**src/rtl/core/kpsd_pkg.sv**
```systemverilog
// Shared types, constants and the seven-segment table for the keypad scanner
// with multiplexed display. Has no dependencies; every file but kpsd_checker imports it.
`timescale 1ns / 1ps

package kpsd_pkg;

  localparam int unsigned KeyRows       = 4;
  localparam int unsigned DisplayDigits = 3;
  localparam int unsigned QueueDepth    = 2;

  localparam logic [9:0] DebounceReset  = 10'd10;
  localparam logic [9:0] DigitHoldReset = 10'd5;

  localparam logic CfgDebounceTicks  = 1'b0;
  localparam logic CfgDigitHoldTicks = 1'b1;

  typedef enum logic [1:0] {
    PhaseIdle     = 2'd0,
    PhaseDebounce = 2'd1,
    PhaseRelease  = 2'd2
  } kpsd_phase_e;

  typedef struct packed {
    logic [1:0] row;
    logic [8:0] value;
    logic       key_event;
    logic [1:0] digit;
  } kpsd_entry_t;

  function automatic logic [6:0] kpsd_segments(input logic [3:0] digit);
    logic [6:0] seg;
    case (digit)
      4'd0:    seg = 7'h3f;
      4'd1:    seg = 7'h06;
      4'd2:    seg = 7'h5b;
      4'd3:    seg = 7'h4f;
      4'd4:    seg = 7'h66;
      4'd5:    seg = 7'h6d;
      4'd6:    seg = 7'h7d;
      4'd7:    seg = 7'h07;
      4'd8:    seg = 7'h7f;
      4'd9:    seg = 7'h6f;
      default: seg = 7'h00;
    endcase
    return seg;
  endfunction

endpackage

```
**src/rtl/core/keypad_scan_to_segment_display.sv**
```systemverilog
// Top level of the 4x4 keypad scanner with three-digit multiplexed display.
// Instantiates kpsd_front, kpsd_fifo and kpsd_back; depends on kpsd_pkg.
//
// Each request on the input channel is one tick carrying the keypad column
// lines for the row named by the previous result's row_drive; each tick
// yields exactly one result request with the row drive, digit enable,
// segment pattern, latched value (key number squared) and a key event flag.
// The block takes one tick per clock cycle while the queue has space: the
// scan state machine updates on each accepted tick, and a two-entry queue
// decouples it from the digit split and segment encode, which feed the
// output register. Configuration writes to debounce_ticks (index 0) and
// digit_hold_ticks (index 1) take effect on the next tick; zero acts as one.
`timescale 1ns / 1ps

module keypad_scan_to_segment_display (
  input  logic       clk_i,
  input  logic       rst_ni,
  input  logic       cfg_we_i,
  input  logic       cfg_index_i,
  input  logic [9:0] cfg_data_i,
  input  logic       in_valid_i,
  output logic       in_ready_o,
  input  logic [3:0] column_sense_i,
  output logic       out_valid_o,
  input  logic       out_ready_i,
  output logic [3:0] row_drive_o,
  output logic [2:0] digit_select_o,
  output logic [6:0] segment_pattern_o,
  output logic [8:0] key_value_o,
  output logic       key_event_o
);
  import kpsd_pkg::*;

  logic        push, space, head_valid, pop;
  kpsd_entry_t entry, head;

  assign in_ready_o = space;

  kpsd_front u_front (
    .clk_i          (clk_i),
    .rst_ni         (rst_ni),
    .cfg_we_i       (cfg_we_i),
    .cfg_index_i    (cfg_index_i),
    .cfg_data_i     (cfg_data_i),
    .in_valid_i     (in_valid_i),
    .space_i        (space),
    .column_sense_i (column_sense_i),
    .push_o         (push),
    .entry_o        (entry)
  );

  kpsd_fifo u_fifo (
    .clk_i        (clk_i),
    .rst_ni       (rst_ni),
    .push_i       (push),
    .entry_i      (entry),
    .space_o      (space),
    .head_valid_o (head_valid),
    .pop_i        (pop),
    .head_o       (head)
  );

  kpsd_back u_back (
    .clk_i             (clk_i),
    .rst_ni            (rst_ni),
    .head_valid_i      (head_valid),
    .head_i            (head),
    .pop_o             (pop),
    .out_valid_o       (out_valid_o),
    .out_ready_i       (out_ready_i),
    .row_drive_o       (row_drive_o),
    .digit_select_o    (digit_select_o),
    .segment_pattern_o (segment_pattern_o),
    .key_value_o       (key_value_o),
    .key_event_o       (key_event_o)
  );

endmodule

```
**src/rtl/core/kpsd_front.sv**
```systemverilog
// Front part: configuration registers, keypad scan state machine and display
// timing. Computes the state after each accepted tick. Depends on kpsd_pkg.
`timescale 1ns / 1ps

module kpsd_front (
  input  logic                 clk_i,
  input  logic                 rst_ni,
  input  logic                 cfg_we_i,
  input  logic                 cfg_index_i,
  input  logic [9:0]           cfg_data_i,
  input  logic                 in_valid_i,
  input  logic                 space_i,
  input  logic [3:0]           column_sense_i,
  output logic                 push_o,
  output kpsd_pkg::kpsd_entry_t entry_o
);
  import kpsd_pkg::*;

  logic [9:0]  debounce_q, hold_q;
  kpsd_phase_e phase_q, phase_d;
  logic [1:0]  row_q, row_d, row_next;
  logic [9:0]  count_q, count_d, count_inc, need;
  logic [8:0]  value_q, value_d;
  logic [1:0]  digit_q, digit_d, digit_cur;
  logic [9:0]  timer_q, timer_d, hold;
  logic        accept, pressed, count_done, col_hit, key_event;
  logic [1:0]  col;
  logic [4:0]  key_num;
  logic [9:0]  key_sq;

  assign accept  = in_valid_i && space_i;
  assign pressed = (column_sense_i != 4'hF);

  always_comb begin
    col_hit = 1'b1;
    case (column_sense_i)
      4'hE:    col = 2'd0;
      4'hD:    col = 2'd1;
      4'hB:    col = 2'd2;
      4'h7:    col = 2'd3;
      default: begin
        col     = 2'd0;
        col_hit = 1'b0;
      end
    endcase
  end

  assign row_next   = (({1'b0, row_q} + 3'd1) >= 3'(KeyRows)) ? 2'd0 : row_q + 2'd1;
  assign count_inc  = (count_q == 10'h3FF) ? count_q : count_q + 10'd1;
  assign need       = (debounce_q == 10'd0) ? 10'd1 : debounce_q;
  assign count_done = (count_inc >= need);
  assign key_num    = {1'b0, row_q, col} + 5'd1;
  assign key_sq     = {5'd0, key_num} * {5'd0, key_num};

  always_comb begin
    phase_d = phase_q;
    case (phase_q)
      PhaseDebounce: begin
        if (!pressed) begin
          phase_d = PhaseIdle;
        end else if (count_done) begin
          phase_d = PhaseRelease;
        end
      end
      PhaseRelease: begin
        if (!pressed) begin
          phase_d = PhaseIdle;
        end
      end
      default: begin
        phase_d = pressed ? PhaseDebounce : PhaseIdle;
      end
    endcase
  end

  always_comb begin
    row_d     = row_q;
    count_d   = count_q;
    value_d   = value_q;
    key_event = 1'b0;
    case (phase_q)
      PhaseDebounce: begin
        if (!pressed) begin
          count_d = 10'd0;
          row_d   = row_next;
        end else if (count_done) begin
          count_d = 10'd0;
          if (col_hit) begin
            value_d   = key_sq[8:0];
            key_event = 1'b1;
          end
        end else begin
          count_d = count_inc;
        end
      end
      PhaseRelease: begin
        if (!pressed) begin
          row_d = row_next;
        end
      end
      default: begin
        if (pressed) begin
          count_d = 10'd0;
        end else begin
          row_d = row_next;
        end
      end
    endcase
  end

  assign hold      = (hold_q == 10'd0) ? 10'd1 : hold_q;
  assign digit_cur = ({1'b0, digit_q} >= 3'(DisplayDigits)) ? 2'd0 : digit_q;

  always_comb begin
    if (({1'b0, timer_q} + 11'd1) >= {1'b0, hold}) begin
      timer_d = 10'd0;
      digit_d = (({1'b0, digit_cur} + 3'd1) >= 3'(DisplayDigits)) ? 2'd0 : digit_cur + 2'd1;
    end else begin
      timer_d = timer_q + 10'd1;
      digit_d = digit_cur;
    end
  end

  always_ff @(posedge clk_i or negedge rst_ni) begin
    if (!rst_ni) begin
      debounce_q <= DebounceReset;
      hold_q     <= DigitHoldReset;
    end else if (cfg_we_i) begin
      if (cfg_index_i == CfgDebounceTicks) begin
        debounce_q <= cfg_data_i;
      end else begin
        hold_q <= cfg_data_i;
      end
    end
  end

  always_ff @(posedge clk_i or negedge rst_ni) begin
    if (!rst_ni) begin
      phase_q <= PhaseIdle;
      row_q   <= 2'd0;
      count_q <= 10'd0;
      value_q <= 9'd0;
      digit_q <= 2'd0;
      timer_q <= 10'd0;
    end else if (accept) begin
      phase_q <= phase_d;
      row_q   <= row_d;
      count_q <= count_d;
      value_q <= value_d;
      digit_q <= digit_d;
      timer_q <= timer_d;
    end
  end

  assign push_o            = accept;
  assign entry_o.row       = row_d;
  assign entry_o.value     = value_d;
  assign entry_o.key_event = key_event;
  assign entry_o.digit     = digit_d;

endmodule

```
**src/rtl/core/kpsd_fifo.sv**
```systemverilog
// Short queue between the scan front and the display back.
// Holds per-tick state snapshots. Depends on kpsd_pkg.
`timescale 1ns / 1ps

module kpsd_fifo (
  input  logic                  clk_i,
  input  logic                  rst_ni,
  input  logic                  push_i,
  input  kpsd_pkg::kpsd_entry_t entry_i,
  output logic                  space_o,
  output logic                  head_valid_o,
  input  logic                  pop_i,
  output kpsd_pkg::kpsd_entry_t head_o
);
  import kpsd_pkg::*;

  localparam int unsigned PtrW = $clog2(QueueDepth);
  localparam int unsigned CntW = $clog2(QueueDepth + 1);

  kpsd_entry_t         slots_q [QueueDepth];
  logic [PtrW-1:0]     wptr_q, rptr_q;
  logic [CntW-1:0]     count_q;

  assign space_o      = (count_q != CntW'(QueueDepth));
  assign head_valid_o = (count_q != '0);
  assign head_o       = slots_q[rptr_q];

  always_ff @(posedge clk_i) begin
    if (push_i) begin
      slots_q[wptr_q] <= entry_i;
    end
  end

  always_ff @(posedge clk_i or negedge rst_ni) begin
    if (!rst_ni) begin
      wptr_q  <= '0;
      rptr_q  <= '0;
      count_q <= '0;
    end else begin
      if (push_i) begin
        wptr_q <= (wptr_q == PtrW'(QueueDepth - 1)) ? '0 : wptr_q + PtrW'(1);
      end
      if (pop_i) begin
        rptr_q <= (rptr_q == PtrW'(QueueDepth - 1)) ? '0 : rptr_q + PtrW'(1);
      end
      if (push_i && !pop_i) begin
        count_q <= count_q + CntW'(1);
      end else if (pop_i && !push_i) begin
        count_q <= count_q - CntW'(1);
      end
    end
  end

endmodule

```
**src/rtl/core/kpsd_back.sv**
```systemverilog
// Back part: splits the latched value into decimal digits, picks the lit one,
// encodes segments and holds the result register. Depends on kpsd_pkg.
`timescale 1ns / 1ps

module kpsd_back (
  input  logic                  clk_i,
  input  logic                  rst_ni,
  input  logic                  head_valid_i,
  input  kpsd_pkg::kpsd_entry_t head_i,
  output logic                  pop_o,
  output logic                  out_valid_o,
  input  logic                  out_ready_i,
  output logic [3:0]            row_drive_o,
  output logic [2:0]            digit_select_o,
  output logic [6:0]            segment_pattern_o,
  output logic [8:0]            key_value_o,
  output logic                  key_event_o
);
  import kpsd_pkg::*;

  logic        out_valid_q;
  logic [3:0]  row_drive_q;
  logic [2:0]  digit_select_q;
  logic [6:0]  segment_q;
  logic [8:0]  value_q;
  logic        event_q;
  logic [3:0]  hundreds, tens, units, digit;
  logic [8:0]  rem_wide;
  logic [6:0]  rem;
  logic [14:0] tens_prod;
  logic [7:0]  tens_times_ten;

  assign pop_o = head_valid_i && (!out_valid_q || out_ready_i);

  always_comb begin
    if (head_i.value >= 9'd200) begin
      hundreds = 4'd2;
      rem_wide = head_i.value - 9'd200;
    end else if (head_i.value >= 9'd100) begin
      hundreds = 4'd1;
      rem_wide = head_i.value - 9'd100;
    end else begin
      hundreds = 4'd0;
      rem_wide = head_i.value;
    end
  end

  assign rem            = rem_wide[6:0];
  assign tens_prod      = {8'd0, rem} * 15'd205;
  assign tens           = tens_prod[14:11];
  assign tens_times_ten = {4'd0, tens} * 8'd10;
  assign units          = 4'(({1'b0, rem} - tens_times_ten));

  always_comb begin
    case (head_i.digit)
      2'd0:    digit = hundreds;
      2'd1:    digit = tens;
      default: digit = units;
    endcase
  end

  always_ff @(posedge clk_i) begin
    if (pop_o) begin
      row_drive_q    <= ~(4'b0001 << head_i.row);
      digit_select_q <= ~(3'b001 << head_i.digit);
      segment_q      <= kpsd_segments(digit);
      value_q        <= head_i.value;
      event_q        <= head_i.key_event;
    end
  end

  always_ff @(posedge clk_i or negedge rst_ni) begin
    if (!rst_ni) begin
      out_valid_q <= 1'b0;
    end else if (pop_o) begin
      out_valid_q <= 1'b1;
    end else if (out_ready_i) begin
      out_valid_q <= 1'b0;
    end
  end

  assign out_valid_o       = out_valid_q;
  assign row_drive_o       = row_drive_q;
  assign digit_select_o    = digit_select_q;
  assign segment_pattern_o = segment_q;
  assign key_value_o       = value_q;
  assign key_event_o       = event_q;

endmodule

```
**config.mk**
```make
export PLATFORM = sky130hd
export DESIGN_NAME = keypad_scan_to_segment_display
export DESIGN_NICKNAME = d
export VERILOG_FILES = /design/src/rtl/core/kpsd_pkg.sv /design/src/rtl/core/keypad_scan_to_segment_display.sv /design/src/rtl/core/kpsd_front.sv /design/src/rtl/core/kpsd_fifo.sv /design/src/rtl/core/kpsd_back.sv
export SDC_FILE = /design/constraint.sdc
export NUM_CORES = 1
export LEC_CHECK = 0
export BUFFER_PORTS_ARGS = -buffer_cell sky130_fd_sc_hd__buf_2
export CAP_MARGIN = 15
export CORE_MARGIN = 2
export CORE_UTILIZATION = 30
export DETAILED_ROUTE_END_ITERATION = 10
export GPL_TIMING_DRIVEN = 0
export PLACE_DENSITY = 0.43
export SYNTH_ARGS = -nofsm -noshare
export SYNTH_HDL_FRONTEND = slang
export SYNTH_SLANG_ARGS = --single-unit
```
**constraint.sdc**
```tcl
create_clock -name clk_i -period 7.1 [get_ports clk_i]
set_clock_uncertainty 0.2 [all_clocks]
set_input_delay 1.775 -clock clk_i [delete_from_list [all_inputs] [get_ports clk_i]]
set_output_delay 1.775 -clock clk_i [all_outputs]
set_load 0.01 [all_outputs]
```
==> impl_metrics.prom <==
# TYPE chip_impl_metric gauge
chip_impl_metric{name="fin_area",unit="sq um"} 9080
chip_impl_metric{name="period_minus_slack",unit="ps"} 7070
chip_impl_metric{name="hold-path-cell-count",unit=""} 1
chip_impl_metric{name="post_route_cells_drive_above_1_share",unit="%"} 27.8
chip_impl_metric{name="placement.cell_area",unit="sq um"} 8120
chip_impl_metric{name="timing.final.hold_violations",unit=""} 0
chip_impl_metric{name="synthesis.nets",unit=""} 806
chip_impl_metric{name="post_synth_instance_area",unit="sq um"} 7410
chip_impl_metric{name="row_count",unit=""} 57
chip_impl_metric{name="drt_iter0_markers",unit=""} 298
chip_impl_info{name="synth_area_leaders",value="sky130_fd_sc_hd__edfxtp_1 21%, sky130_fd_sc_hd__dfrtp_1 19%, sky130_fd_sc_hd__ha_1 14%"} 1
chip_impl_metric{name="ys_types",unit=""} 69
chip_impl_metric{name="maxClockFrequency",unit="MHz"} 141
chip_impl_metric{name="cts-buffers-inserted",unit=""} 9
chip_impl_metric{name="async_reset_ff_share",unit="%"} 53.6
chip_impl_metric{name="worstPathBufferInverterCount",unit=""} 27
chip_impl_metric{name="clock_insertion_delay_worst_skew",unit="ps"} 370
chip_impl_metric{name="routed_wirelength",unit="um"} 16200
chip_impl_info{name="netlist_top_cells_count",value="84 x sky130_fd_sc_hd__ha_1, 72 x sky130_fd_sc_hd__inv_1, 58 x sky130_fd_sc_hd__nand2_1"} 1
chip_impl_info{name="tritoncts",value="yes"} 1
chip_impl_metric{name="ff2ff_path_depth",unit=""} 43
chip_impl_info{name="crit_path_frequent_cell",value="sky130_fd_sc_hd__buf_4"} 1
chip_impl_metric{name="synth.yosys.seq_area_share",unit="%"} 41.4
chip_impl_metric{name="dp_hpwl",unit="um"} 12100
chip_impl_info{name="synthMostInstantiatedCell",value="sky130_fd_sc_hd__ha_1"} 1
chip_impl_metric{name="gp_routability_congestion",unit=""} 0.794
chip_impl_info{name="worst_setup_path_type",value="flop to flop"} 1
chip_impl_metric{name="critPathMaxStageDelay",unit="ps"} 400
chip_impl_metric{name="finalCoreUtilization",unit="%"} 37.4
chip_impl_metric{name="nNetsFinal",unit=""} 915
chip_impl_metric{name="max_slew_margin",unit="%"} 32.1
chip_impl_metric{name="post_cts_hold_buffer_count",unit=""} 0
chip_impl_info{name="synth_flop_cell",value="sky130_fd_sc_hd__dfrtp_1"} 1
chip_impl_metric{name="tightest_slew",unit="ps"} 1020
chip_impl_info{name="hold_class",value="flop to flop"} 1
chip_impl_metric{name="dieArea",unit="sq um"} 26000
chip_impl_metric{name="grt_pass1_wl",unit="um"} 27600
chip_impl_info{name="timing.critical_path.from_type",value="flop"} 1
chip_impl_info{name="post-synth-top-area-cell",value="sky130_fd_sc_hd__edfxtp_1"} 1
chip_impl_metric{name="insertedDiodeCount",unit=""} 0
chip_impl_metric{name="first_global_vias",unit=""} 5644
chip_impl_metric{name="grt.total_usage",unit="%"} 13.3
chip_impl_metric{name="final-setup-viol-count",unit=""} 0
chip_impl_metric{name="area.growth.synth_to_final",unit="%"} 22.6
chip_impl_metric{name="die-width",unit="um"} 161
chip_impl_metric{name="grt_antenna_before_repair",unit=""} 0
chip_impl_metric{name="cp_data_required_time",unit="ps"} 7020
chip_impl_info{name="status",value="complete, no violations"} 1
chip_impl_metric{name="vias_after_detailed_routing",unit=""} 5330
chip_impl_metric{name="avgViaCountPerCell",unit=""} 4.72
chip_impl_metric{name="grt_overflow",unit=""} 0
chip_impl_metric{name="crit_arrival",unit="ps"} 6980
chip_impl_metric{name="timing_max_transition_violations_final",unit=""} 0
chip_impl_metric{name="number_of_nets_with_antenna_violations_after_detailed_routing",unit=""} 0
chip_impl_metric{name="holdWs",unit="ps"} 300
chip_impl_info{name="root_buffer",value="sky130_fd_sc_hd__clkbuf_16"} 1
chip_impl_metric{name="avgSynthCellArea",unit="sq um"} 10.7
chip_impl_metric{name="die_height",unit="um"} 161
chip_impl_metric{name="synth_edf_count",unit=""} 52
chip_impl_metric{name="layout.filler_cells",unit=""} 2425
chip_impl_metric{name="timing.max_cap.violations",unit=""} 0
chip_impl_metric{name="final_min_period_over_clock_period",unit="%"} 99.5
chip_impl_metric{name="htreeDepth",unit=""} 3
chip_impl_metric{name="top_level_ports",unit=""} 46
chip_impl_metric{name="critical_path_cell_count",unit=""} 43
chip_impl_metric{name="cts.sink_count",unit=""} 112
chip_impl_metric{name="synth_warnings",unit=""} 0
chip_impl_metric{name="drtPass1Iterations",unit=""} 5
chip_impl_metric{name="synth.top_cell.area_share",unit="%"} 21.1
chip_impl_metric{name="remaining_drc_errors",unit=""} 0
chip_impl_info{name="cp_slowest_cell",value="sky130_fd_sc_hd__dfrtp_1"} 1
chip_impl_metric{name="grt_start_max_net_pins",unit=""} 61
chip_impl_info{name="unrepaired_setup_endpoints_after_global_routing",value="yes"} 1
chip_impl_metric{name="start_util",unit="%"} 30.5
chip_impl_metric{name="routed_wire_length_per_instance",unit="um"} 14.4
chip_impl_info{name="element_type_at_the_critical_path_end",value="flop"} 1
chip_impl_metric{name="crit_fanout",unit=""} 5
chip_impl_metric{name="cts_buffer_depth",unit=""} 2
chip_impl_metric{name="worst_setup_hold_path_clk_slew",unit="ps"} 90
chip_impl_metric{name="synth_seq_cells",unit=""} 112
chip_impl_metric{name="synthCells",unit=""} 691
chip_impl_metric{name="core",unit="sq um"} 24200
chip_impl_info{name="timing.critical_path.max_delay_family",value="buffers and inverters"} 1
chip_impl_metric{name="buffer_ports.inserted",unit=""} 45
## registers in the layout (all words and copies together) (netlist names), 2 cells and up
name,flops
u_fifo.count_q,2
u_front.row_q,2
u_front.digit_q,2
u_front.hold_q,10
u_front.debounce_q,10
u_back.digit_select_o,3
u_front.count_q,10
u_front.timer_q,10
u_fifo.slots_q,28
u_back.key_value_o,9
u_back.row_drive_o,4
u_front.phase_q,2
u_front.value_q,9
u_back.segment_pattern_o,7
## cell usage in the layout, fill, tap and decap left out, types with 8 or more instances in the layout
cell,count
sky130_fd_sc_hd__nor2_1,38
sky130_fd_sc_hd__xor2_1,14
sky130_fd_sc_hd__inv_1,67
sky130_fd_sc_hd__buf_4,49
sky130_fd_sc_hd__nand2_1,57
sky130_fd_sc_hd__clkbuf_1,8
sky130_fd_sc_hd__a21oi_1,15
sky130_fd_sc_hd__and3_1,9
sky130_fd_sc_hd__clkbuf_16,9
sky130_fd_sc_hd__o21ai_0,35
sky130_fd_sc_hd__nor2b_1,10
sky130_fd_sc_hd__mux2i_1,13
sky130_fd_sc_hd__mux2_2,37
sky130_fd_sc_hd__edfxtp_1,52
sky130_fd_sc_hd__fa_1,10
sky130_fd_sc_hd__nor3_1,10
sky130_fd_sc_hd__xnor2_1,23
sky130_fd_sc_hd__buf_2,46
sky130_fd_sc_hd__ha_1,75
sky130_fd_sc_hd__nand3_1,12
sky130_fd_sc_hd__nand2b_1,9
sky130_fd_sc_hd__a21o_1,12
sky130_fd_sc_hd__dfrtp_1,56
## final cells by class
class                   instances  area (sq um)  area share, %
clock inverters                 7          73.8          0.813
repair buffers                 99           652           7.18
multi-input cells             491          4280           47.2
well taps                     324           405           4.47
clock buffers                   9           225           2.48
inverters                      72           270           2.98
plain buffers                  15           103           1.13
flip-flops and latches        112          3070           33.8
## metrics by stage
step / setup slack (ps) / TNS (ps) / instances
global placement: -775 / -4370 / 1060
floorplan: 0.752 / 0 / 691
global route: -240 / -1570 / 1129
CTS: -0.000444 / 0 / 1121
detailed placement: -798 / -4600 / 1062
finish: 32.8 / 0 / 1129
## per-layer routing
metal / up-vias / track usage [%] / routed length (um)
met4: 0 / 4.18 / 267
met5: - / 0 / 0
met3: 18 / 2.49 / 515
met2: 95 / 23.4 / 8130
li1: 2649 / - / -
met1: 2568 / 16.4 / 7310
## final timing paths
path / slack [ps] / endpoint / startpoint
worst max register to register: 30 / u_back.segment_pattern_o[4] / u_fifo.rptr_q
worst max-delay path: 30 / u_back.segment_pattern_o[4] / u_fifo.rptr_q
min in group asynchronous: 1280 / u_front.timer_q[7] / rst_ni
worst min-delay path: 300 / u_front.value_q[1] / u_front.value_q[1]
worst min register to register: 300 / u_front.value_q[1] / u_front.value_q[1]
max in group asynchronous: 4860 / u_front.count_q[8] / rst_ni
## logic make-up (layout without fill, tap and decap cells)
| family | after synthesis | in the layout | synth area share (%) |
|---|---|---|---|
| flops | 112 | 112 | 41.4 |
| compound gates | 118 | 118 | 10.9 |
| simple gates | 176 | 176 | 11.6 |
| xor+xnor | 43 | 43 | 5.09 |
| fa+ha+maj | 95 | 95 | 17.2 |
| mux | 59 | 59 | 8.89 |
| buf+inv | 88 | 202 | 4.93 |
## repair_timing
action                                 CTS  global route
pin swaps                               34             6
resized for setup                       47             6
buffers inserted                        42             8
cloned                                   1             0
setup endpoints to repair                7             7
endpoints found under the hold margin    0             0
Power is not shown: default switching activity piles up to over one toggle a cycle in this logic, so the estimate is an artifact.
